<file path="src/rtl/rbf_pkg.sv">
// Shared types and constants of the ring buffer FIFO.
package rbf_pkg;

    localparam int CFG_W    = 9;
    localparam int WORD_W   = 16;
    localparam int OP_W     = 2;
    localparam int STAT_W   = 2;
    localparam int EXT_W    = 17;
    localparam int CAP_MAX  = 511;
    localparam int CAP_RST  = 256;

    localparam logic [OP_W-1:0] OP_PUT   = 2'd0;
    localparam logic [OP_W-1:0] OP_GET   = 2'd1;
    localparam logic [OP_W-1:0] OP_CLEAR = 2'd2;

    localparam logic [STAT_W-1:0] ST_DONE  = 2'd0;
    localparam logic [STAT_W-1:0] ST_FULL  = 2'd1;
    localparam logic [STAT_W-1:0] ST_EMPTY = 2'd2;

    typedef struct packed {
        logic exec;
        logic load_cfg;
    } rbf_cmd_t;

endpackage

</file>
<file path="src/rtl/rbf_ctrl.sv">
// Handshake controller of the ring buffer FIFO.
module rbf_ctrl (
    input  logic              aclk,
    input  logic              aresetn,
    input  logic              s_tvalid,
    output logic              s_tready,
    output logic              m_tvalid,
    input  logic              m_tready,
    input  logic              cfg_wr_en,
    output rbf_pkg::rbf_cmd_t cmd
);
    import rbf_pkg::*;

    typedef enum logic {
        IDLE,
        SEND
    } state_t;

    state_t state_reg;
    logic   s_tready_reg;
    logic   m_tvalid_reg;

    always_ff @(posedge aclk) begin
        if (!aresetn) begin
            state_reg    <= IDLE;
            s_tready_reg <= 1'b1;
            m_tvalid_reg <= 1'b0;
        end else begin
            case (state_reg)
                IDLE: begin
                    if (s_tvalid) begin
                        state_reg    <= SEND;
                        s_tready_reg <= 1'b0;
                        m_tvalid_reg <= 1'b1;
                    end
                end
                SEND: begin
                    if (m_tready) begin
                        state_reg    <= IDLE;
                        s_tready_reg <= 1'b1;
                        m_tvalid_reg <= 1'b0;
                    end
                end
                default: begin
                    state_reg    <= IDLE;
                    s_tready_reg <= 1'b1;
                    m_tvalid_reg <= 1'b0;
                end
            endcase
        end
    end

    assign s_tready = s_tready_reg;
    assign m_tvalid = m_tvalid_reg;

    always_comb begin
        cmd.exec     = s_tvalid && s_tready_reg;
        cmd.load_cfg = cfg_wr_en;
    end

endmodule

</file>
<file path="src/rtl/rbf_datapath.sv">
// Storage, pointers, count and result registers of the ring buffer FIFO.
module rbf_datapath #(
    parameter int DEPTH = 256
) (
    input  logic                        aclk,
    input  logic                        aresetn,
    input  rbf_pkg::rbf_cmd_t           cmd,
    input  logic [rbf_pkg::OP_W-1:0]    opcode,
    input  logic [rbf_pkg::WORD_W-1:0]  put_value,
    input  logic [rbf_pkg::CFG_W-1:0]   cfg_wr_data,
    output logic [rbf_pkg::WORD_W-1:0]  get_value,
    output logic [rbf_pkg::STAT_W-1:0]  status,
    output logic [rbf_pkg::CFG_W-1:0]   fill_level,
    output logic                        empty_flag,
    output logic                        full_flag
);
    import rbf_pkg::*;

    localparam int PW        = (DEPTH > 1) ? $clog2(DEPTH) : 1;
    localparam int CAP_LIMIT = (DEPTH < CAP_MAX) ? DEPTH : CAP_MAX;

    logic [WORD_W-1:0] mem [DEPTH];
    logic [WORD_W-1:0] rdata_reg;

    logic [CFG_W-1:0]  cap_reg;
    logic [PW-1:0]     wr_ptr_reg, wr_ptr_next;
    logic [PW-1:0]     rd_ptr_reg, rd_ptr_next;
    logic [CFG_W-1:0]  count_reg, count_next;
    logic [STAT_W-1:0] status_reg, status_next;
    logic              got_reg, got_next;

    logic [CFG_W-1:0]  eff_cap;
    logic              is_full, is_empty;
    logic              do_put, do_get;
    logic              wr_wrap, rd_wrap;

    always_comb begin
        if (cap_reg == '0) begin
            eff_cap = CFG_W'(1);
        end else if (cap_reg > CFG_W'(CAP_LIMIT)) begin
            eff_cap = CFG_W'(CAP_LIMIT);
        end else begin
            eff_cap = cap_reg;
        end
    end

    assign is_full  = count_reg >= eff_cap;
    assign is_empty = count_reg == '0;
    assign do_put   = cmd.exec && (opcode == OP_PUT) && !is_full;
    assign do_get   = cmd.exec && (opcode == OP_GET) && !is_empty;

    assign wr_wrap = ({{(EXT_W-PW){1'b0}}, wr_ptr_reg} + EXT_W'(1))
                     >= {{(EXT_W-CFG_W){1'b0}}, eff_cap};
    assign rd_wrap = ({{(EXT_W-PW){1'b0}}, rd_ptr_reg} + EXT_W'(1))
                     >= {{(EXT_W-CFG_W){1'b0}}, eff_cap};

    always_comb begin
        wr_ptr_next = wr_ptr_reg;
        rd_ptr_next = rd_ptr_reg;
        count_next  = count_reg;
        status_next = status_reg;
        got_next    = got_reg;
        if (cmd.load_cfg) begin
            wr_ptr_next = '0;
            rd_ptr_next = '0;
            count_next  = '0;
        end else if (cmd.exec) begin
            status_next = ST_DONE;
            got_next    = 1'b0;
            case (opcode)
                OP_PUT: begin
                    if (is_full) begin
                        status_next = ST_FULL;
                    end else begin
                        wr_ptr_next = wr_wrap ? '0 : wr_ptr_reg + PW'(1);
                        count_next  = count_reg + CFG_W'(1);
                    end
                end
                OP_GET: begin
                    if (is_empty) begin
                        status_next = ST_EMPTY;
                    end else begin
                        rd_ptr_next = rd_wrap ? '0 : rd_ptr_reg + PW'(1);
                        count_next  = count_reg - CFG_W'(1);
                        got_next    = 1'b1;
                    end
                end
                OP_CLEAR: begin
                    wr_ptr_next = '0;
                    rd_ptr_next = '0;
                    count_next  = '0;
                end
                default: begin
                end
            endcase
        end
    end

    always_ff @(posedge aclk) begin
        if (!aresetn) begin
            cap_reg    <= CFG_W'(CAP_RST);
            wr_ptr_reg <= '0;
            rd_ptr_reg <= '0;
            count_reg  <= '0;
            status_reg <= ST_DONE;
            got_reg    <= 1'b0;
        end else begin
            if (cmd.load_cfg) begin
                cap_reg <= cfg_wr_data;
            end
            wr_ptr_reg <= wr_ptr_next;
            rd_ptr_reg <= rd_ptr_next;
            count_reg  <= count_next;
            status_reg <= status_next;
            got_reg    <= got_next;
        end
    end

    always_ff @(posedge aclk) begin
        if (do_put) begin
            mem[wr_ptr_reg] <= put_value;
        end
        if (do_get) begin
            rdata_reg <= mem[rd_ptr_reg];
        end
    end

    assign get_value  = got_reg ? rdata_reg : '0;
    assign status     = status_reg;
    assign fill_level = count_reg;
    assign empty_flag = is_empty;
    assign full_flag  = count_reg == eff_cap;

endmodule

</file>
<file path="src/rtl/ring_buffer_fifo.sv">
// Top level of the ring buffer FIFO: controller and datapath.
//
//  channel  dir  handshake            payload
//  s_       in   s_tvalid/s_tready    tuser: opcode; tdata: put_value
//  m_       out  m_tvalid/m_tready    tuser: status; tdata: get_value, level, flags
//  cfg_     in   cfg_wr_en            cfg_wr_data: usable_capacity
//
// In each beat the accept cycle updates pointers, count and the storage port, and
// the next cycle presents the result from the registered read. A stalled result
// holds until taken, but for level and flags on a capacity write; no beat is
// accepted meanwhile. Reset empties the buffer and sets the capacity to 256;
// storage is not cleared. A capacity write also empties the buffer.
module ring_buffer_fifo #(
    parameter int DEPTH = 256
) (
    input  logic        aclk,
    input  logic        aresetn,
    input  logic        s_tvalid,
    output logic        s_tready,
    input  logic [15:0] s_tdata,   // [15:0] put_value
    input  logic [1:0]  s_tuser,   // [1:0] opcode
    output logic        m_tvalid,
    input  logic        m_tready,
    output logic [31:0] m_tdata,   // [15:0] get_value, [24:16] fill_level,
                                   // [25] empty_flag, [26] full_flag, rest zero
    output logic [1:0]  m_tuser,   // [1:0] status
    input  logic        cfg_wr_en,
    input  logic [8:0]  cfg_wr_data
);
    import rbf_pkg::*;

    rbf_cmd_t          cmd;
    logic [WORD_W-1:0] get_value;
    logic [STAT_W-1:0] status;
    logic [CFG_W-1:0]  fill_level;
    logic              empty_flag;
    logic              full_flag;

    rbf_ctrl u_ctrl (
        .aclk      (aclk),
        .aresetn   (aresetn),
        .s_tvalid  (s_tvalid),
        .s_tready  (s_tready),
        .m_tvalid  (m_tvalid),
        .m_tready  (m_tready),
        .cfg_wr_en (cfg_wr_en),
        .cmd       (cmd)
    );

    rbf_datapath #(
        .DEPTH (DEPTH)
    ) u_datapath (
        .aclk        (aclk),
        .aresetn     (aresetn),
        .cmd         (cmd),
        .opcode      (s_tuser),
        .put_value   (s_tdata),
        .cfg_wr_data (cfg_wr_data),
        .get_value   (get_value),
        .status      (status),
        .fill_level  (fill_level),
        .empty_flag  (empty_flag),
        .full_flag   (full_flag)
    );

    assign m_tdata = {5'd0, full_flag, empty_flag, fill_level, get_value};
    assign m_tuser = status;

endmodule

</file>
<file path="config.mk">
export PLATFORM = sky130hd
export DESIGN_NAME = ring_buffer_fifo
export DESIGN_NICKNAME = d
export VERILOG_FILES = /design/src/rtl/rbf_pkg.sv /design/src/rtl/rbf_ctrl.sv /design/src/rtl/rbf_datapath.sv /design/src/rtl/ring_buffer_fifo.sv
export SDC_FILE = /design/constraint.sdc
export NUM_CORES = 2
export LEC_CHECK = 0
export BUFFER_PORTS_ARGS = -buffer_cell sky130_fd_sc_hd__buf_2
export CAP_MARGIN = 20
export CORE_ASPECT_RATIO = 0.75
export CORE_UTILIZATION = 50
export CTS_BUF_LIST = sky130_fd_sc_hd__clkbuf_16
export DETAILED_ROUTE_END_ITERATION = 16
export GPL_TIMING_DRIVEN = 0
export PLACE_DENSITY = 0.65
export SLEW_MARGIN = 20
export SYNTH_ARGS = -nofsm -noshare
export SYNTH_HDL_FRONTEND = slang
export SYNTH_SLANG_ARGS = --single-unit
</file>
<file path="constraint.sdc">
create_clock -name aclk -period 4.1 [get_ports aclk]
set_input_delay 0.205 -clock aclk [delete_from_list [all_inputs] [get_ports aclk]]
set_output_delay 0.205 -clock aclk [all_outputs]
set_load 0.005 [all_outputs]
</file>
# Word-level counts from Yosys, hierarchy flattened
# Memory sizes are Yosys's and may differ from the RTL's. A register that Yosys moved wholly into a read port is not among the register bits.
# Cells that the tools add are included.
# classes
addsub,6
mul,0
n_div,0
n_lt_le_gt_ge,4
eq_ne,7
n_shift,0
muxes,28
bitwise,3
reduce_logical,19
# op_table
cell,count
$mux 9,4
$ge 17x9->1,2
$mux 8,4
$pmux 8 s2,2
$pmux 9 s3,1
$add 8x1->9 const B,2
$logic_not 9->1,2
$add 8x1->8 const B,2
$mux 16,1
$mux 1,11
$add 9x1->9 const B,1
$eq 9x9->1,1
$ge 9x9->1,1
$gt 9x9->1 const B,1
$sub 9x1->9 const B,1
$ne 2x2->1 const B,4
$pmux 1 s2,3
$reduce_and 3->1,2
$logic_and 1x1->1,5
$pmux 2 s2,1
$reduce_and 2->1,2
$reduce_and 4->1,1
$reduce_bool 2->1,2
$not 1->1,3
other kinds (7),8
# totals
register_bits,40
latchBits,0
ram_bits,4096
romBits,0
wordCells,77
memories,1
# memory_table
name,words,width,read_ports,rd_clocked_by_memory_dff,write_ports,line_no,rtl
u_datapath.mem,256,16,1,1,1,rbf_datapath.sv:22,logic [WORD_W-1:0] mem [DEPTH];

# Depth between registers and ports, before layout
# logic_depth
ltp_word,8
depth_mapped,15
mapped_depth_nobuf,12

# Modules after synthesis
# From an unflattened synthesis, not the netlist that was laid out.
# unflattened
hier_cells,7522
hier_area_um2,159424.2
# modules_own_cells
mod,instances,cells_per_inst,area_per_inst_um2,seq_area_each_um2
rbf_datapath,1,7502,159252.7,124219.1
rbf_ctrl,1,12,115.1,60.1
ring_buffer_fifo,1,8,56.3,0.0

# Worst setup path after synthesis
# No wires, ideal clock.
# synth_path
path_type,register to register
start,reg u_datapath.cap_reg[8]
end,"mem u_datapath.mem[28][0], enable pin"
setup_ns,0.388
arrival_ns,3.205
path_slack_ns,0.506
stages_incl_launch_ff,12
n_path_buf,2
period_less_slack_ns,3.594
path_cell_list,dfxtp_1 -> clkinv_1 -> nand2_1 -> ha_1 -> a21o_1 -> a21o_1 -> a211oi_1 -> o311ai_1 -> or3_1 -> clkbuf_1 -> buf_1 -> nor2_1
# synth_between
elab_chain_cells,8
elab_cells_between_ends,9
cone_classes,2 x order compare; 4 x mux; 3 x reduce/logical
# synth_lines
item,line_no,rtl
"start, declared",rbf_datapath.sv:25,logic [CFG_W-1:0] cap_reg;
"start signal, assigned",rbf_datapath.sv:101,cap_reg <= CFG_W'(CAP_RST);
"start signal, assigned",rbf_datapath.sv:109,cap_reg <= cfg_wr_data;
$gt 9x9->1,rbf_datapath.sv:40,end else if (cap_reg > CFG_W'(CAP_LIMIT)) begin
$mux 9,rbf_datapath.sv:40,
$mux 9 (*),rbf_datapath.sv:38,if (cap_reg == '0) begin
$ge 9x9->1 (*),rbf_datapath.sv:47,assign is_full = count_reg >= eff_cap;
$logic_not 1->1 (*),rbf_datapath.sv:49,assign do_put = cmd.exec && (opcode == OP_PUT) && !is_full;
$logic_and 1x1->1 (*),rbf_datapath.sv:49,
$mux 1 (*),rbf_datapath.sv:120,if (do_put) begin
$mux 1 (not written as such) (*),rbf_datapath.sv:121,mem[wr_ptr_reg] <= put_value;
"end, declared",rbf_datapath.sv:22,
# Mark *: on every way between the ends. The rest lies on a longest branch, timed or not.

==> impl_metrics.yaml <==
synth:
  synth_top_area_cell: "edfxtp_1"
  ys_ff_latch: 4152
  yosysSeqAreaShare: 0.775
  syn_inst: 7501
  async_flop_share: 0
  yosys_warnings: 0
  synth_top_area_frac: 0.770
  synth_edf_count: 4112
  synth_ff_type: "edfxtp_1"
  avgSynthCellArea_um2: 21.4
  synth_cell_types: 62
  synth.area.top_cells: "edfxtp_1 (77%), mux4_2 (12%), mux2i_1 (3.2%)"
  syn-cell-area_um2: 160000
layout:
  area_growth_pct: 18.0
  largest_reg_flops: 4096
  final_area_um2: 189000
  ff_latch_area_um2: 124000
  nFillCells: 22100
  drive_gt1_frac: 0.301
  multiInputGateArea_um2: 36100
  nNetsFinal: 8484
critical_path:
  end_kind: "register"
  cp_common_cell: "nor4_1"
  worstPathMaxFanout: 10
  worstReg2RegStart: "u_datapath.rd_ptr_reg[1]"
  crit_path_top_delay_cell: "clkbuf_1"
  arrival_ps: 5210
  cp_slowest_stage_delay_ps: 990
  startpoint: "u_datapath.rd_ptr_reg[1]"
  critical_path_class: "reg -> reg"
  crit_family: "simple AND/OR/NAND/NOR gates"
  cp.required_ps: 4740
  path_cells: "buf_4 -> nand3b_1 -> clkbuf_2 -> clkbuf_1 -> o22ai_1 -> nor4_1 -> nor4_1 -> nand2_1 -> nor3_2"
  path_buf_inv: 3
  worstSetupStartpointType: "register"
timing:
  tightest_slew_ps: 1300
  hold_viol: 0
  skew_ps: 51.7
  rsz0062_at_grt: "true"
  period_share: 1.11
  setup_slack_ps: -468
  period_needed_ps: 4570
  slew_violations: 0
  maxSlewHeadroom: 0.128
  fmax_mhz: 219
  setup_viol: 52
outcome:
  violations: "negative setup slack"
  outcome: "complete, but fails checks"
detailed_routing:
  drt_first_iter_violations: 17700
  ant_nets: 0
  vias_per_cell: 6.97
  drt-wirelength-per-cell_um: 43.3
  drt_first_pass_iters: 12
  routed_wl_um: 563000
  vias: 90500
  drc: 0
power_and_ir_drop:
  power_uw: 84000
  ir_drop_mv: 0.382
  leakagePower_uw: 0.0577
  p_per_area_nw_per_um2: 444
clocking:
  root_buffer: "clkbuf_16"
  insertion_delay_ps: 970
  path_clk_slew_ps: 70
  cts_tree: "done"
  cts_buffers: 390
  htreeDepth: 5
  clk_path_buf_depth: 4
  cts_sinks: 4152
global_routing:
  grt.overflow.total: 0
  antenna_found_initial: 30
  grt_pass1_vias: 84300
  grt_max_degree: 134
  grt.total_usage: 0.343
  grt_first_pass_wirelength_um: 739000
placement:
  numPortBuffers: 61
  hpwl_um: 388000
  post_dp_cell_area_um2: 172000
  gp_congestion: 1.05
hold_path:
  hp-class: "in -> reg"
  min_from: "cfg_wr_en"
floorplanning:
  rows: 179
  coreArea_um2: 318000
  initial_core_util: 0.504
  die_width_um: 656
  chipHeight_um: 493
  io_pins: 68
  dieArea_um2: 323000
run:
  drv_cap: 0
==> area by class of cell <==
cell class,count,area share
Multi-Input combinational cell,2893,0.190
Antenna cell,18,0.000238
Clock buffer,395,0.0522
Inverter,13,0.000258
Timing Repair Buffer,522,0.0379
Clock inverter,308,0.0136
Sequential cell,4152,0.656
Buffer,440,0.0209
Tap cell,4253,0.0281
==> worst reg2reg max path, cell delays in order (launching register included) <==
cell	delay (ps)
dfxtp_2	440
buf_4	230
nand3b_1	140
clkbuf_2	410
clkbuf_1	990
o22ai_1	330
nor4_1	960
nor4_1	160
nand2_1	430
nor3_2	180
==> per-layer routing <==
layer / GRT usage / wire length [µm]
met1: 0.488 / 208000
met2: 0.453 / 226000
met3: 0.161 / 99900
met4: 0.145 / 28300
met5: 0.0160 / 883
==> through the flow <==
| step | setup WS (ps) | instances | setup TNS [ps] | utilization | hold WS (ps) |
|---|---|---|---|---|---|
| floorplan | 506 | 7505 | 0 | - | 299 |
| global placement | -3260 | 11800 | -7662660 | 0.522 | 422 |
| detailed placement | -2270 | 12100 | -2021730 | 0.540 | 432 |
| CTS | -163 | 12900 | -47520 | 0.590 | 64.7 |
| global route | -163 | 13000 | -926 | 0.595 | 185 |
| finish | -468 | 13000 | -5090 | 0.595 | 132 |
==> cells in the final DEF, fill, tap and decap left out, types with 36 or more instances in the layout <==
master and n:
dlygate4sd3_1 49, nor2_1 80, o22ai_1 209, nor2_2 39, nand3_1 69, a221oi_1 55
nor2_4 224, mux4_2 821, nand2_1 71, clkbuf_16 395, clkbuf_4 37, clkbuf_1 77
buf_2 102, buf_16 85, ha_1 39, clkinv_1 98, buf_4 190, bufinv_16 42
edfxtp_1 4112, nor4_1 45, a22o_1 96, buf_6 130, inv_1 78, a22oi_1 121
clkinv_2 68, clkbuf_2 62, mux2i_1 504, buf_12 133, a21oi_1 57, dfxtp_1 36
buf_8 81
==> Yosys cell counts (11+ instances only) <==
cell / number
a2111oi_0: 33
a211oi_1: 35
a21oi_1: 70
a221oi_1: 62
a22o_1: 96
a22oi_1: 134
and2_1: 24
buf_1: 32
buf_2: 85
buf_4: 35
buf_6: 71
buf_8: 28
clkbuf_1: 187
dfxtp_1: 40
edfxtp_1: 4112
ha_1: 39
inv_1: 12
mux2i_1: 509
mux4_2: 821
nand2_1: 93
nand2b_1: 12
nand3_1: 74
nand4_1: 21
nor2_1: 343
nor2b_1: 27
nor3_1: 51
nor4_1: 81
o21ai_0: 30
o22ai_1: 226
o311ai_0: 16
xnor2_1: 11
==> logic make-up (layout without fill, tap and decap cells) <==
| group | after synthesis | in the layout | synth area share |
|---|---|---|---|
| other | 1 | 23 | 0.0000234 |
| multiplexers | 1334 | 1334 | 0.148 |
| buffers and inverters | 461 | 1678 | 0.0186 |
| flip-flops | 4152 | 4152 | 0.775 |
| adder cells (fa/ha/maj) | 40 | 40 | 0.00317 |
| AO/OA/AOI/OAI | 743 | 744 | 0.0332 |
| AND/OR/NAND/NOR | 755 | 755 | 0.0219 |
| XOR/XNOR | 15 | 15 | 0.000819 |
==> repair_timing <==
action	in CTS	in global routing
resized for setup	424	212
gates cloned	1	0
endpoints found under the setup margin	3962	3260
setup buffers	84	92
hold buffers	49	0
pin swaps	75	43
hold endpoints to repair	1227	0
==> path summary, 6_finish.rpt <==
| path | to | slack (ps) | depth (start not counted) |
|---|---|---|---|
| worst max register to register | u_datapath.rdata_reg[9] | -470 | 9 |
| worst max-delay path | u_datapath.rdata_reg[9] | -470 | 9 |
| worst min register to register | u_datapath.status[1] | 490 | 2 |
| worst min-delay path | u_datapath.status[1] | 130 | 4 |
==> where the power goes <==
part / internal [µW] / switching [µW] / total, µW
logic: 296 / 1030 / 1330
registers: 46600 / 13.7 / 46600
clock network: 20100 / 15900 / 36100
total: 67100 / 17000 / 84000
No activity file was read; power rests on OpenSTA's default activity.
